==> config.mk <==
export PLATFORM = sky130hd
export DESIGN_NAME = ckns_merge
export DESIGN_NICKNAME = d
export VERILOG_FILES = /design/src/ckns_pkg.sv /design/src/ckns_merge.sv
export SDC_FILE = /design/constraint.sdc
export NUM_CORES = 1
export LEC_CHECK = 0
export ABC_CLOCK_PERIOD_IN_PS = 7800
export BUFFER_PORTS_ARGS = -buffer_cell sky130_fd_sc_hd__buf_2
export CELL_PAD_IN_SITES_DETAIL_PLACEMENT = 2
export CELL_PAD_IN_SITES_GLOBAL_PLACEMENT = 2
export CORE_AREA = 8 8 82 84
export CTS_CLUSTER_DIAMETER = 40
export DETAILED_ROUTE_END_ITERATION = 10
export DIE_AREA = 0 0 90 92
export PLACE_DENSITY = 0.88
export RECOVER_POWER = 25
export SLEW_MARGIN = 20
export SYNTH_ARGS = -nofsm -noshare
export SYNTH_HDL_FRONTEND = slang
export SYNTH_SLANG_ARGS = --single-unit
==> constraint.sdc <==
create_clock -name clk -period 7.8 [get_ports clk]
set_input_delay 0.39 -clock clk [delete_from_list [all_inputs] [get_ports clk]]
set_output_delay 0.39 -clock clk [all_outputs]
set_load 0.005 [all_outputs]
==> src/ckns_pkg.sv <==
// Package with shared types and constants of the Chebyshev k-nearest-neighbor search core.
`default_nettype none
package ckns_pkg;

    localparam int COORD_W = 16;
    localparam int DIST_W  = 16;
    localparam int FILL_W  = 6;

    localparam logic [1:0] CFG_POINT_COUNT    = 2'd0;
    localparam logic [1:0] CFG_DIMS_USED      = 2'd1;
    localparam logic [1:0] CFG_NEIGHBOR_COUNT = 2'd2;

    localparam logic [10:0] POINT_COUNT_RST    = 11'd1024;
    localparam logic [1:0]  DIMS_USED_RST      = 2'd3;
    localparam logic [5:0]  NEIGHBOR_COUNT_RST = 6'd4;

    localparam logic OP_LOAD  = 1'b0;
    localparam logic OP_QUERY = 1'b1;

    typedef logic [DIST_W-1:0] dist_t;

    typedef struct packed {
        logic clear;
        logic insert;
        logic pop;
    } list_ctrl_t;

endpackage
`default_nettype wire

==> src/ckns_merge.sv <==
// Merging stage: registered maximum over the lane distances.
`default_nettype none
module ckns_merge #(
    parameter int LANES = 3
) (
    input  wire logic                  clk,
    input  wire ckns_pkg::dist_t       lane_dist [LANES],
    output ckns_pkg::dist_t            max_dist
);

    ckns_pkg::dist_t m;

    always_comb
    begin
        m = '0;
        for (int d = 0; d < LANES; d++)
        begin
            if (lane_dist[d] > m)
            begin
                m = lane_dist[d];
            end
        end
    end

    always_ff @(posedge clk)
    begin
        max_dist <= m;
    end

endmodule
`default_nettype wire

==> results.md <==
* Outcome: complete, no violations
* Die X at 90 microns
* Final non-filler cell total at 301
* Post-CTS resize count at 0
* Drt initial violations at 12
* GRT overflow at 0
* Largest regs: max_dist x16
* Largest net degree at the start of global routing at 17
* # hold bufs at CTS at 0
* Starting Density at 0.278
* Post-CTS Setup Inserts at 0
* Power per cell area at 161 nW/um^2
* Final hold vios at 0
* Routed WL at 4.86 mm
* Diode count at 0
* Die height at 92 microns
* GP Congestion at 0.744
* Sequential area share after synthesis at 0.213
* Setup TNS at 0 ns
* Largest Register: max_dist
* Post-Syn Area at 1510 sq um
* Synth cell types at 24
* Pwr Total at 0.312 mW
* # port buffers at 64
* Synth-to-Final Area Change at 28.8%
* H-Tree Depth at 1
* Num ports at 65
* Num rows at 27
* Vias in the first global route at 1672
* Max cap viols at 0
* Wire per inst at 16.1 microns
* CP startpoint: lane_dist[47]
* Num CTS Buffers at 3
* Capture point of the worst path: max_dist[0]$_DFF_P_
* Synth warn at 0
* Vias after detailed routing at 1404
* Post-synth top area cell: ha_1
* Initial antenna violation count at 0
* Area contributors post-synth: ha_1 27%, dfxtp_1 21%, mux2i_1 20%
* Worst endpoint required time at 7.95 ns
* Count of clock tree sinks at 16
* Fmax achieved at 208 MHz
* Mean Syn Cell Area at 9.18 sq um
* Crit start category: primary input
* Arr. time, crit path at 4.96 ns
* RSZ-0062 raised after global routing: no
* Max VDD drop at 65.0 uV
* Worst-path clk slew at 0.07 ns
* Slew headroom at 0.269
* Share of the clock period used by the worst path at 0.616
* Share of cells above drive strength 1 at 0.306
* Fillers at 645
* HPWL Detailed at 4.21 mm
* Clock tree buffer depth at 2
* Worst Max-Slew Pin Slew at 1.10 ns
* DR pass1 iterations at 3
* Final min period at 4.81 ns
* Dpl cells at 297
* Total GRT Usage at 0.120
* Synth Register Bits at 16
* Crit-path max FO at 16
* Final core utilization at 0.359
* Leak at 1.10 nW
* Post-Synthesis Cells at 164
* # nets final at 311
* DRC Markers at 0
* Post-synth top area share at 0.266
* Core Box Area at 5410 sq um
* Max Slew Vio Count at 0
* CTS tree: yes
* Root Buffer: clkbuf_8
* ANT nets after route at 0
* Hold Crit Class: primary input to flip-flop
* Crit. End Element: flip-flop
* Die ar. at 8280 sq um
* Critical path class: primary input to flip-flop
* Post-synth net total at 245
* Setup violators final at 0
* Max reg flops at 16
* Via-to-Cell Ratio at 4.66
* First-pass GRT wire length at 8.10 mm
area by class of cell:
cell class / instances / area [sq um] / area share
repair buffers: 64 / 317 / 0.163
multi-input cells: 113 / 1040 / 0.535
well taps: 72 / 90.1 / 0.0465
clock buffers: 4 / 55.1 / 0.0284
flip-flops and latches: 16 / 320 / 0.165
inverters: 32 / 120 / 0.0620
power by group:
group | switching [mW] | internal [mW]
Clock | 0.0352 | 0.0450
Combinational | 0.0671 | 0.0618
Sequential | 0.00435 | 0.0981
cells in the final DEF (no fill, tap or decap):
cell type  synthesis  final
a211oi_1           2      2
a21o_1             4      4
a21oi_1           10     10
a31oi_4            1      1
buf_2              1     61
clkbuf_1           1      3
clkbuf_8           0      4
dfxtp_1           16     16
ha_1              32     32
inv_1             32     32
mux2_2             2      2
mux2i_1           30     30
nand2_1            6      6
nand4_1            7      7
nand4_2            1      1
nor2_1             3      3
nor2b_1            3      3
nor3_1             1      1
nor4_1             2      2
o211ai_1           2      2
o21ai_0            4      4
o31ai_4            1      1
or3_1              1      1
or4_1              1      1
Yosys cell counts (all sizes together):
library cell / number
nor2b: 3
nand2: 6
ha: 32
mux2: 2
o31ai: 1
nor3: 1
dfxtp: 16
or3: 1
inv: 32
a211oi: 2
buf: 2
mux2i: 30
a21oi: 10
clkbuf: 1
o21ai: 4
a21o: 4
nor2: 3
a31oi: 1
nand4: 8
or4: 1
nor4: 2
o211ai: 2
critical path, cell delays in order:
cell and delay (ns):
buf_2 0.09, inv_1 0.04, ha_1 0.34, nand4_2 0.19
or3_1 0.40, a21o_1 0.18, a31oi_4 0.63, mux2i_1 0.34
ha_1 0.29, a21oi_1 0.14, nor2_1 0.06, a211oi_1 0.28
o21ai_0 0.20, o31ai_4 0.95, mux2_2 0.42
routing by layer:
layer,GRT usage,vias to the layer above,share of wire
met2,0.223,36,0.51
met4,0.0402,0,0.012
met5,0,-,0
met3,0.0293,5,0.048
li1,-,707,-
met1,0.129,656,0.43
stage by stage:
stage          hold slack (ns)  setup WS [ns]  instance area, sq um
5_1_grt                  0.381           2.70                  1940
3_5_place_dp             0.649           2.66                  1890
3_3_place_gp             0.636           2.98                  1890
6_report                 0.376           2.99                  1940
4_1_cts                  0.379           2.94                  1940
2_1_floorplan            0.522           4.00                  1510
worst min path at each step:
stage | from | to | slack [ns] | cells past startpoint
final | lane_dist[0] | max_dist[0]$_DFF_P_ | 0.38 | 2
after global routing | lane_dist[11] | max_dist[11]$_DFF_P_ | 0.38 | 3
after CTS | lane_dist[0] | max_dist[0]$_DFF_P_ | 0.38 | 2
after detailed placement | lane_dist[0] | max_dist[0]$_DFF_P_ | 0.65 | 2
after global placement | lane_dist[0] | max_dist[0]$_DFF_P_ | 0.64 | 2
after floorplan | lane_dist[10] | max_dist[10]$_DFF_P_ | 0.52 | 2
cell families (layout without fill, tap and decap cells):
family | count (synthesis) | count (layout) | synth area share
buf+inv | 35 | 100 | 0.0989
fa+ha+maj | 32 | 32 | 0.266
mux | 32 | 32 | 0.214
simple gates | 25 | 25 | 0.0931
compound gates | 24 | 24 | 0.115
flops | 16 | 16 | 0.213
No activity file was read; power rests on OpenSTA's default activity.
