--- src/ckns_pkg.sv ---
// Package with shared types and constants of the Chebyshev k-nearest-neighbor search core.
`default_nettype none
package ckns_pkg;

    localparam int COORD_W = 16;
    localparam int DIST_W  = 16;
    localparam int FILL_W  = 6;

    localparam logic [1:0] CFG_POINT_COUNT    = 2'd0;
    localparam logic [1:0] CFG_DIMS_USED      = 2'd1;
    localparam logic [1:0] CFG_NEIGHBOR_COUNT = 2'd2;

    localparam logic [10:0] POINT_COUNT_RST    = 11'd1024;
    localparam logic [1:0]  DIMS_USED_RST      = 2'd3;
    localparam logic [5:0]  NEIGHBOR_COUNT_RST = 6'd4;

    localparam logic OP_LOAD  = 1'b0;
    localparam logic OP_QUERY = 1'b1;

    typedef logic [DIST_W-1:0] dist_t;

    typedef struct packed {
        logic clear;
        logic insert;
        logic pop;
    } list_ctrl_t;

endpackage
`default_nettype wire

--- src/ckns_lane.sv ---
// One distance lane: registered absolute difference of one coordinate.
`default_nettype none
module ckns_lane (
    input  wire logic                                 clk,
    input  wire logic                                 enable,
    input  wire logic signed [ckns_pkg::COORD_W-1:0]  coord_p,
    input  wire logic signed [ckns_pkg::COORD_W-1:0]  coord_q,
    output ckns_pkg::dist_t                           abs_diff
);

    logic signed [ckns_pkg::COORD_W:0] diff;
    logic        [ckns_pkg::COORD_W:0] mag;

    always_comb
    begin
        diff = (ckns_pkg::COORD_W+1)'(coord_p) - (ckns_pkg::COORD_W+1)'(coord_q);
        mag  = diff[ckns_pkg::COORD_W] ? (ckns_pkg::COORD_W+1)'(-diff)
                                       : (ckns_pkg::COORD_W+1)'(diff);
    end

    always_ff @(posedge clk)
    begin
        abs_diff <= enable ? mag[ckns_pkg::DIST_W-1:0] : '0;
    end

endmodule
`default_nettype wire

--- config.mk ---
export PLATFORM = sky130hd
export DESIGN_NAME = ckns_lane
export DESIGN_NICKNAME = d
export VERILOG_FILES = /design/src/ckns_pkg.sv /design/src/ckns_lane.sv
export SDC_FILE = /design/constraint.sdc
export NUM_CORES = 1
export LEC_CHECK = 0
export ABC_CLOCK_PERIOD_IN_PS = 4500
export BUFFER_PORTS_ARGS = -buffer_cell sky130_fd_sc_hd__buf_4
export CAP_MARGIN = 5
export CORE_MARGIN = 2
export CORE_UTILIZATION = 45
export DETAILED_ROUTE_END_ITERATION = 10
export GPL_TIMING_DRIVEN = 0
export PLACE_DENSITY = 0.7
export SLEW_MARGIN = 0
export SYNTH_ARGS = -nofsm -noshare
export SYNTH_HDL_FRONTEND = slang
export SYNTH_SLANG_ARGS = --single-unit
--- constraint.sdc ---
create_clock -name clk -period 4.5 [get_ports clk]
set_clock_uncertainty 0.2 [all_clocks]
set_input_delay 0.45 -clock clk [delete_from_list [all_inputs] [get_ports clk]]
set_output_delay 0.45 -clock clk [all_outputs]
set_load 0.02 [all_outputs]
==> results.txt, run 1 <==
status: completed
clk root buf: clkbuf_8
Hold Path Sink: abs_diff[0]$_SDFF_PN0_
Max-slew headroom: 65.54%
Worst Tran Pin Value: 0.5169 ns
Die Wd: 67.63 um
HP Start: enable
Hold Crit Class: input port to flip-flop
Max VDD drop: 0.08061 mV
hpwl dp: 3193 um
share of power burned in registers: 27.0%
CTS hold repair buffers: 0
sw frac: 37.08%
area share of the largest cell type after synthesis: 17.58%
commonest cells in the netlist: 24 x inv_1, 17 x ha_1, 17 x nor2_1, 17 x o21ai_0, 16 x dfxtp_1
delay-heaviest family, CP: compound AO/OA/AOI/OAI gates
post-detailed-routing wire length: 3802 um
initial antenna violation count: 0
vias per cell: 5.285
Worst EP arrival: 3.16 ns
Avg Cell Area, Syn: 7.785 um^2
Pwr per Cell Area: 280.7 nW/um^2
Layout area overhead: 26.65%
1st-pass router iterations: 4
WHS: 0.2960 ns
CTS tree: built
die area: 4573 um^2
synth unique cells: 54
Net Switching: 240.1 uW
detailed-route via count: 1781
fraction of final layout cells sized beyond drive strength 1: 24.04%
Syn Nets: 286
top flop regs: abs_diff: 16 flops
final period utilization: 71.71%
Buf/Inv on CP: 4
Ys Warns: 0
Int Power: 407.4 uW
CP dominant cell by count: inv_1
Worst path slowest cell: fa_1
Worst-path clk slew: 0.06 ns
vias in the first global route: 1537
Critical Path End Type: flip-flop
total grt overflow: 0
Initial Util: 46.21%
Synth Register Bits: 16
dpl cell area: 2252 um^2
routability cong.: 0.9175
Final ANT Viol Nets: 0
Final min period: 3.227 ns
Initial DRC Count: 55
critical path class: input port to flip-flop
leading cell type by number of instances after synthesis: inv_1
cts bufs inserted: 3
post-synthesis sequential area ratio: 17.58%
Async SR Flop Fraction: 0%
top_reg_cell synth: dfxtp_1
DR WL/cell: 11.28 um
Post-CTS Resized: 0
final non-filler cell area: 2307 um^2
first-pass GRT wire length: 6403 um
drt drc: 0
Min-Delay Path Depth: 2
diodes inserted: 0
max incr delay on CP: 0.39 ns
max reg flops: 16
IO Pins: 50
FP Rows: 23
Synth area leaders: dfxtp_1 18%, ha_1 12%, inv_1 4.9%, xnor2_1 4.8%, o21ai_0 4.7%
Pins Over Slew Limit: 0
area leader, netlist: dfxtp_1
largest net degree at the start of global routing: 11
worst-path cell chain: buf_4, inv_1, ha_1, inv_1, fa_1, a21o_1, a221oi_4, o211ai_2, a31oi_1, o22a_1, buf_2, o21ai_0, xnor2_1, and2_1
total track usage: 17.43%
worst path required time: 4.44 ns
Post-synth EDFFs: 0
Die H: 67.63 um
core area: 3943 um^2
final hold viol count: 0
Syn Inst Count: 234
postcts setup bufs: 0
Leakage: 0.001109 uW
CTS H-tree lvls: 1
startpoint types: input port
Port Buf Inserts: 49
Final setup viols: 0
setup_tns: 0 ns
RSZ-0062 raised after global routing: no
worst-path fanout max: 10
mapped cell area: 1822 um^2
Bufs on Longest Clock Path: 2
Max-Cap Viols: 0
Comb power frac: 54.4%
NumNets Final: 340
fmax: 0.3099 GHz
Top reg by flops: abs_diff
CTS Sinks: 16
clock share of power: 18.6%
==> placed cells by master (no fill, tap or decap), drive strengths merged, types with 3 or more instances in the layout <==
cell and n:
nor2b 4, nor3b 4, xor2 6, buf 56, dfxtp 16, a211o 3
o211a 3, o21a 4, a31oi 4, o21ai 20, ha 17, a21o 4
and2 10, or3 5, xnor2 10, a21boi 3, nor2 17, nand3 4
nor4b 3, nand2 12, nand2b 4, nor3 3, clkbuf 5, inv 24
a21oi 15, and3 5
==> metrics by stage <==
step	power (uW)	util [%]	setup slack (ns)	instances
floorplan	424.2	-	1.367	234
global placement	521.2	57.12	1.059	333
detailed placement	528.8	57.12	1.023	333
CTS	650.5	58.52	1.276	337
global route	694.1	58.52	1.078	337
finish	647.6	58.52	1.273	337
==> how the worst max path moves through the flow <==
stage	startpoint	endpoint	slack [ns]	cells past startpoint
3_5_place_dp	coord_p[0]	abs_diff[6]$_SDFF_PN0_	1.02	14
3_3_place_gp	coord_p[0]	abs_diff[15]$_SDFF_PN0_	1.06	13
6_report	coord_p[0]	abs_diff[5]$_SDFF_PN0_	1.27	14
2_1_floorplan	coord_p[0]	abs_diff[13]$_SDFF_PN0_	1.37	13
5_1_grt	coord_p[0]	abs_diff[5]$_SDFF_PN0_	1.08	14
4_1_cts	coord_p[0]	abs_diff[6]$_SDFF_PN0_	1.28	14
==> per-layer routing <==
layer | GRT usage [%] | part of all wire [%]
met1 | 23.80 | 47
met2 | 28.06 | 46
met3 | 1.500 | 5.5
met4 | 6.888 | 1.8
met5 | 0 | 0
==> cell type report <==
type	count	area (um^2)
buffer	8	43.79
sequential	16	320.3
tap	50	62.56
multi-input combinational	186	1368
timing repair buffer	49	367.9
inverter	24	90.09
fill	385	1635
clock buffer	4	55.05
==> power by group through the flow <==
stage | combinational [uW] | sequential, uW | clock (uW)
final | 352 | 175 | 121
after CTS | 352 | 175 | 123
after floorplan | 212 | 212 | 0
after global placement | 344 | 177 | 0
after detailed placement | 350 | 178 | 0
after global routing | 390 | 177 | 127
==> cell families (layout without fill, tap and decap cells) <==
kind of cell / Yosys count / count (layout) / synth area share [%]
AOI/OAI and AO/OA: 70 / 70 / 26.99
buffers and inverters: 32 / 85 / 7.348
adders and majority gates: 18 / 18 / 12.77
muxes: 2 / 2 / 1.786
DFF: 16 / 16 / 17.58
and+or+nand+nor: 80 / 80 / 25.82
xor gates and xnor gates: 16 / 16 / 7.692
Note: power is estimated with default switching activity, not from simulation.
==> run 2: changes to the inputs <==
--- a/config.mk
+++ b/config.mk
@@ -5,7 +5,7 @@
 export SDC_FILE = /design/constraint.sdc
 export NUM_CORES = 1
 export LEC_CHECK = 0
-export ABC_CLOCK_PERIOD_IN_PS = 4500
+export ABC_CLOCK_PERIOD_IN_PS = 3040
 export BUFFER_PORTS_ARGS = -buffer_cell sky130_fd_sc_hd__buf_4
 export CAP_MARGIN = 5
 export CORE_MARGIN = 2
==> constraint.sdc (replaced) <==
create_clock -name clk -period 3.04 [get_ports clk]
set_clock_uncertainty 0.2 [all_clocks]
set_input_delay 0.304 -clock clk [delete_from_list [all_inputs] [get_ports clk]]
set_output_delay 0.304 -clock clk [all_outputs]
set_load 0.02 [all_outputs]
==> results.txt, run 2 (same netlist as run 1, synthesis figures left out) <==
most frequent cells in the layout: 58 x buf_4, 21 x inv_1, 17 x nor2_1
total track usage: 17.84% (+0.41 points)
Initial Util: 46.21% (unchanged)
Pwr per Cell Area: 414.5 nW/um^2 (+48%)
clock share of power: 17.5% (-1.1 points)
Place WS: -0.2915 ns (-1.314 ns)
DR WL/cell: 11.88 um (+5.3%)
top flop regs: abs_diff: 16 flops
Die Wd: 67.63 um (unchanged)
diodes inserted: 0 (unchanged)
Pins Over Slew Limit: 0 (unchanged)
max incr delay on CP: 0.38 ns (about the same)
share of power burned in registers: 25.3% (-1.7 points)
CTS H-tree lvls: 1 (unchanged)
FP Rows: 23 (unchanged)
NumNets Final: 349 (+2.6%)
Final ANT Viol Nets: 0 (unchanged)
Net Switching: 379.8 uW (+58%)
status: completed
final hold viol count: 0 (unchanged)
worst-path cell chain: buf_4, inv_2, ha_4, inv_2, fa_2, a21o_1, a221oi_4, buf_6, o211ai_4, a31oi_2, o22a_1, buf_4, o21ai_0, xnor2_1, and2_1
Top reg by flops: abs_diff
detailed-route via count: 1843 (+3.5%)
startpoint types: input port
final period utilization: 97.13%
vias per cell: 5.327 (+0.79%)
Die H: 67.63 um (unchanged)
largest net degree at the start of global routing: 11 (unchanged)
Comb power frac: 57.2% (+2.8 points)
Max-slew headroom: 71.03% (+5.5 points)
Max VDD drop: 0.1307 mV (+62%)
worst path required time: 2.98 ns (-1.46 ns)
Int Power: 643.0 uW (+58%)
drt drc: 0 (unchanged)
Worst-path clk slew: 0.06 ns (about the same)
Leakage: 0.001185 uW (+6.8%)
Final setup viols: 0 (unchanged)
fmax: 0.3387 GHz
max reg flops: 16 (unchanged)
setup slack after layout: 0.08739 ns (-1.186 ns)
Worst EP arrival: 2.89 ns (-0.27 ns)
first-pass GRT wire length: 6575 um (+2.7%)
CTS tree: built
routability cong.: 0.9175 (unchanged)
initial antenna violation count: 0 (unchanged)
vias in the first global route: 1582 (+2.9%)
1st-pass router iterations: 4 (unchanged)
clk root buf: clkbuf_8
cts bufs inserted: 3 (unchanged)
sw frac: 37.13% (+0.053 points)
Max-Cap Viols: 0 (unchanged)
Final min period: 2.953 ns
Layout area overhead: 35.44%
Worst path slowest cell: fa_2
hpwl dp: 3193 um (unchanged)
Critical Path End Type: flip-flop
Bufs on Longest Clock Path: 2 (unchanged)
Port Buf Inserts: 49 (unchanged)
Hold Crit Class: input port to flip-flop
total grt overflow: 0 (unchanged)
most common library cell in the layout ignoring fill and taps: buf_4
Initial DRC Count: 37 (-33%)
die area: 4573 um^2 (unchanged)
post-detailed-routing wire length: 4109 um (+8.1%)
CTS hold repair buffers: 0 (unchanged)
IO Pins: 50 (unchanged)
Worst Tran Pin Value: 0.4300 ns (-0.08684 ns)
fraction of final layout cells sized beyond drive strength 1: 30.74% (+6.7 points)
core area: 3943 um^2 (unchanged)
Final Power: 1023 uW (+58%)
worst-path fanout max: 10 (unchanged)
CTS Sinks: 16 (unchanged)
critical path class: input port to flip-flop
-- run 2: cell types whose count changed in the layout (fill, tap and decap cells not counted), moves of 3 or more --
cell / before / now
buf_4: 49 / 58
o21ai_0: 17 / 14
o21ai_1: 3 / 6
inv_1: 24 / 21
inv_2: 0 / 3
-- run 2: power by group through the flow --
stage	sequential (uW)	clock [uW]	combinational (uW)
6_report	259	179	585
5_1_grt	262	188	646
4_1_cts	260	182	536
3_5_place_dp	264	0	519
3_3_place_gp	262	0	509
2_1_floorplan	314	0	314
-- run 2: path summary, 6_finish.rpt --
kind	to	slack, ns	cells past startpoint	from
setup / recovery	abs_diff[5]$_SDFF_PN0_	0.09	15	coord_p[0]
hold / removal	abs_diff[0]$_SDFF_PN0_	0.15	2	enable
-- run 2: layout make-up --
type                    instances  area, um^2
fillers                       369        1475
repair buffers                 58       439.2
plain buffers                   8       48.80
well taps                      50       62.56
multi-input cells             186        1451
flip-flops and latches         16       320.3
inverters                      24       90.09
clock buffers                   4       55.05
-- run 2: worst max-delay path, delay by kind of cell --
kind | cells | cell delay (ns)
compound gates | 6 | 1.21
buf+inv | 5 | 0.55
fa+ha+maj | 2 | 0.51
simple gates | 1 | 0.16
xor+xnor | 1 | 0.14
-- run 2: timing repair --
action	4_1_cts	5_1_grt
pin swaps	5	17
setup endpoints to repair	4	10
setup buffers	2	7
hold endpoints to repair	0	0
resized for setup	3	20
-- run 2: through the flow --
stage	hold WS (ns)	util [%]	setup TNS [ns]	std cells	cell area, um^2
2_1_floorplan	0.2322	-	0	234	1822
3_3_place_gp	0.3967	57.12	-1.757	333	2252
3_5_place_dp	0.4057	57.12	-2.271	333	2252
4_1_cts	0.1536	59.41	0	339	2342
5_1_grt	0.1731	62.58	-0.06401	346	2467
6_report	0.1487	62.58	0	346	2467
-- run 2: metal layers --
metal / vias up / track usage (%) / part of all wire [%]
met4: 0 / 6.888 / 2.6
li1: 962 / - / -
met5: - / 0 / 0
met1: 820 / 24.10 / 45
met2: 49 / 29.17 / 47
met3: 12 / 1.500 / 5.1
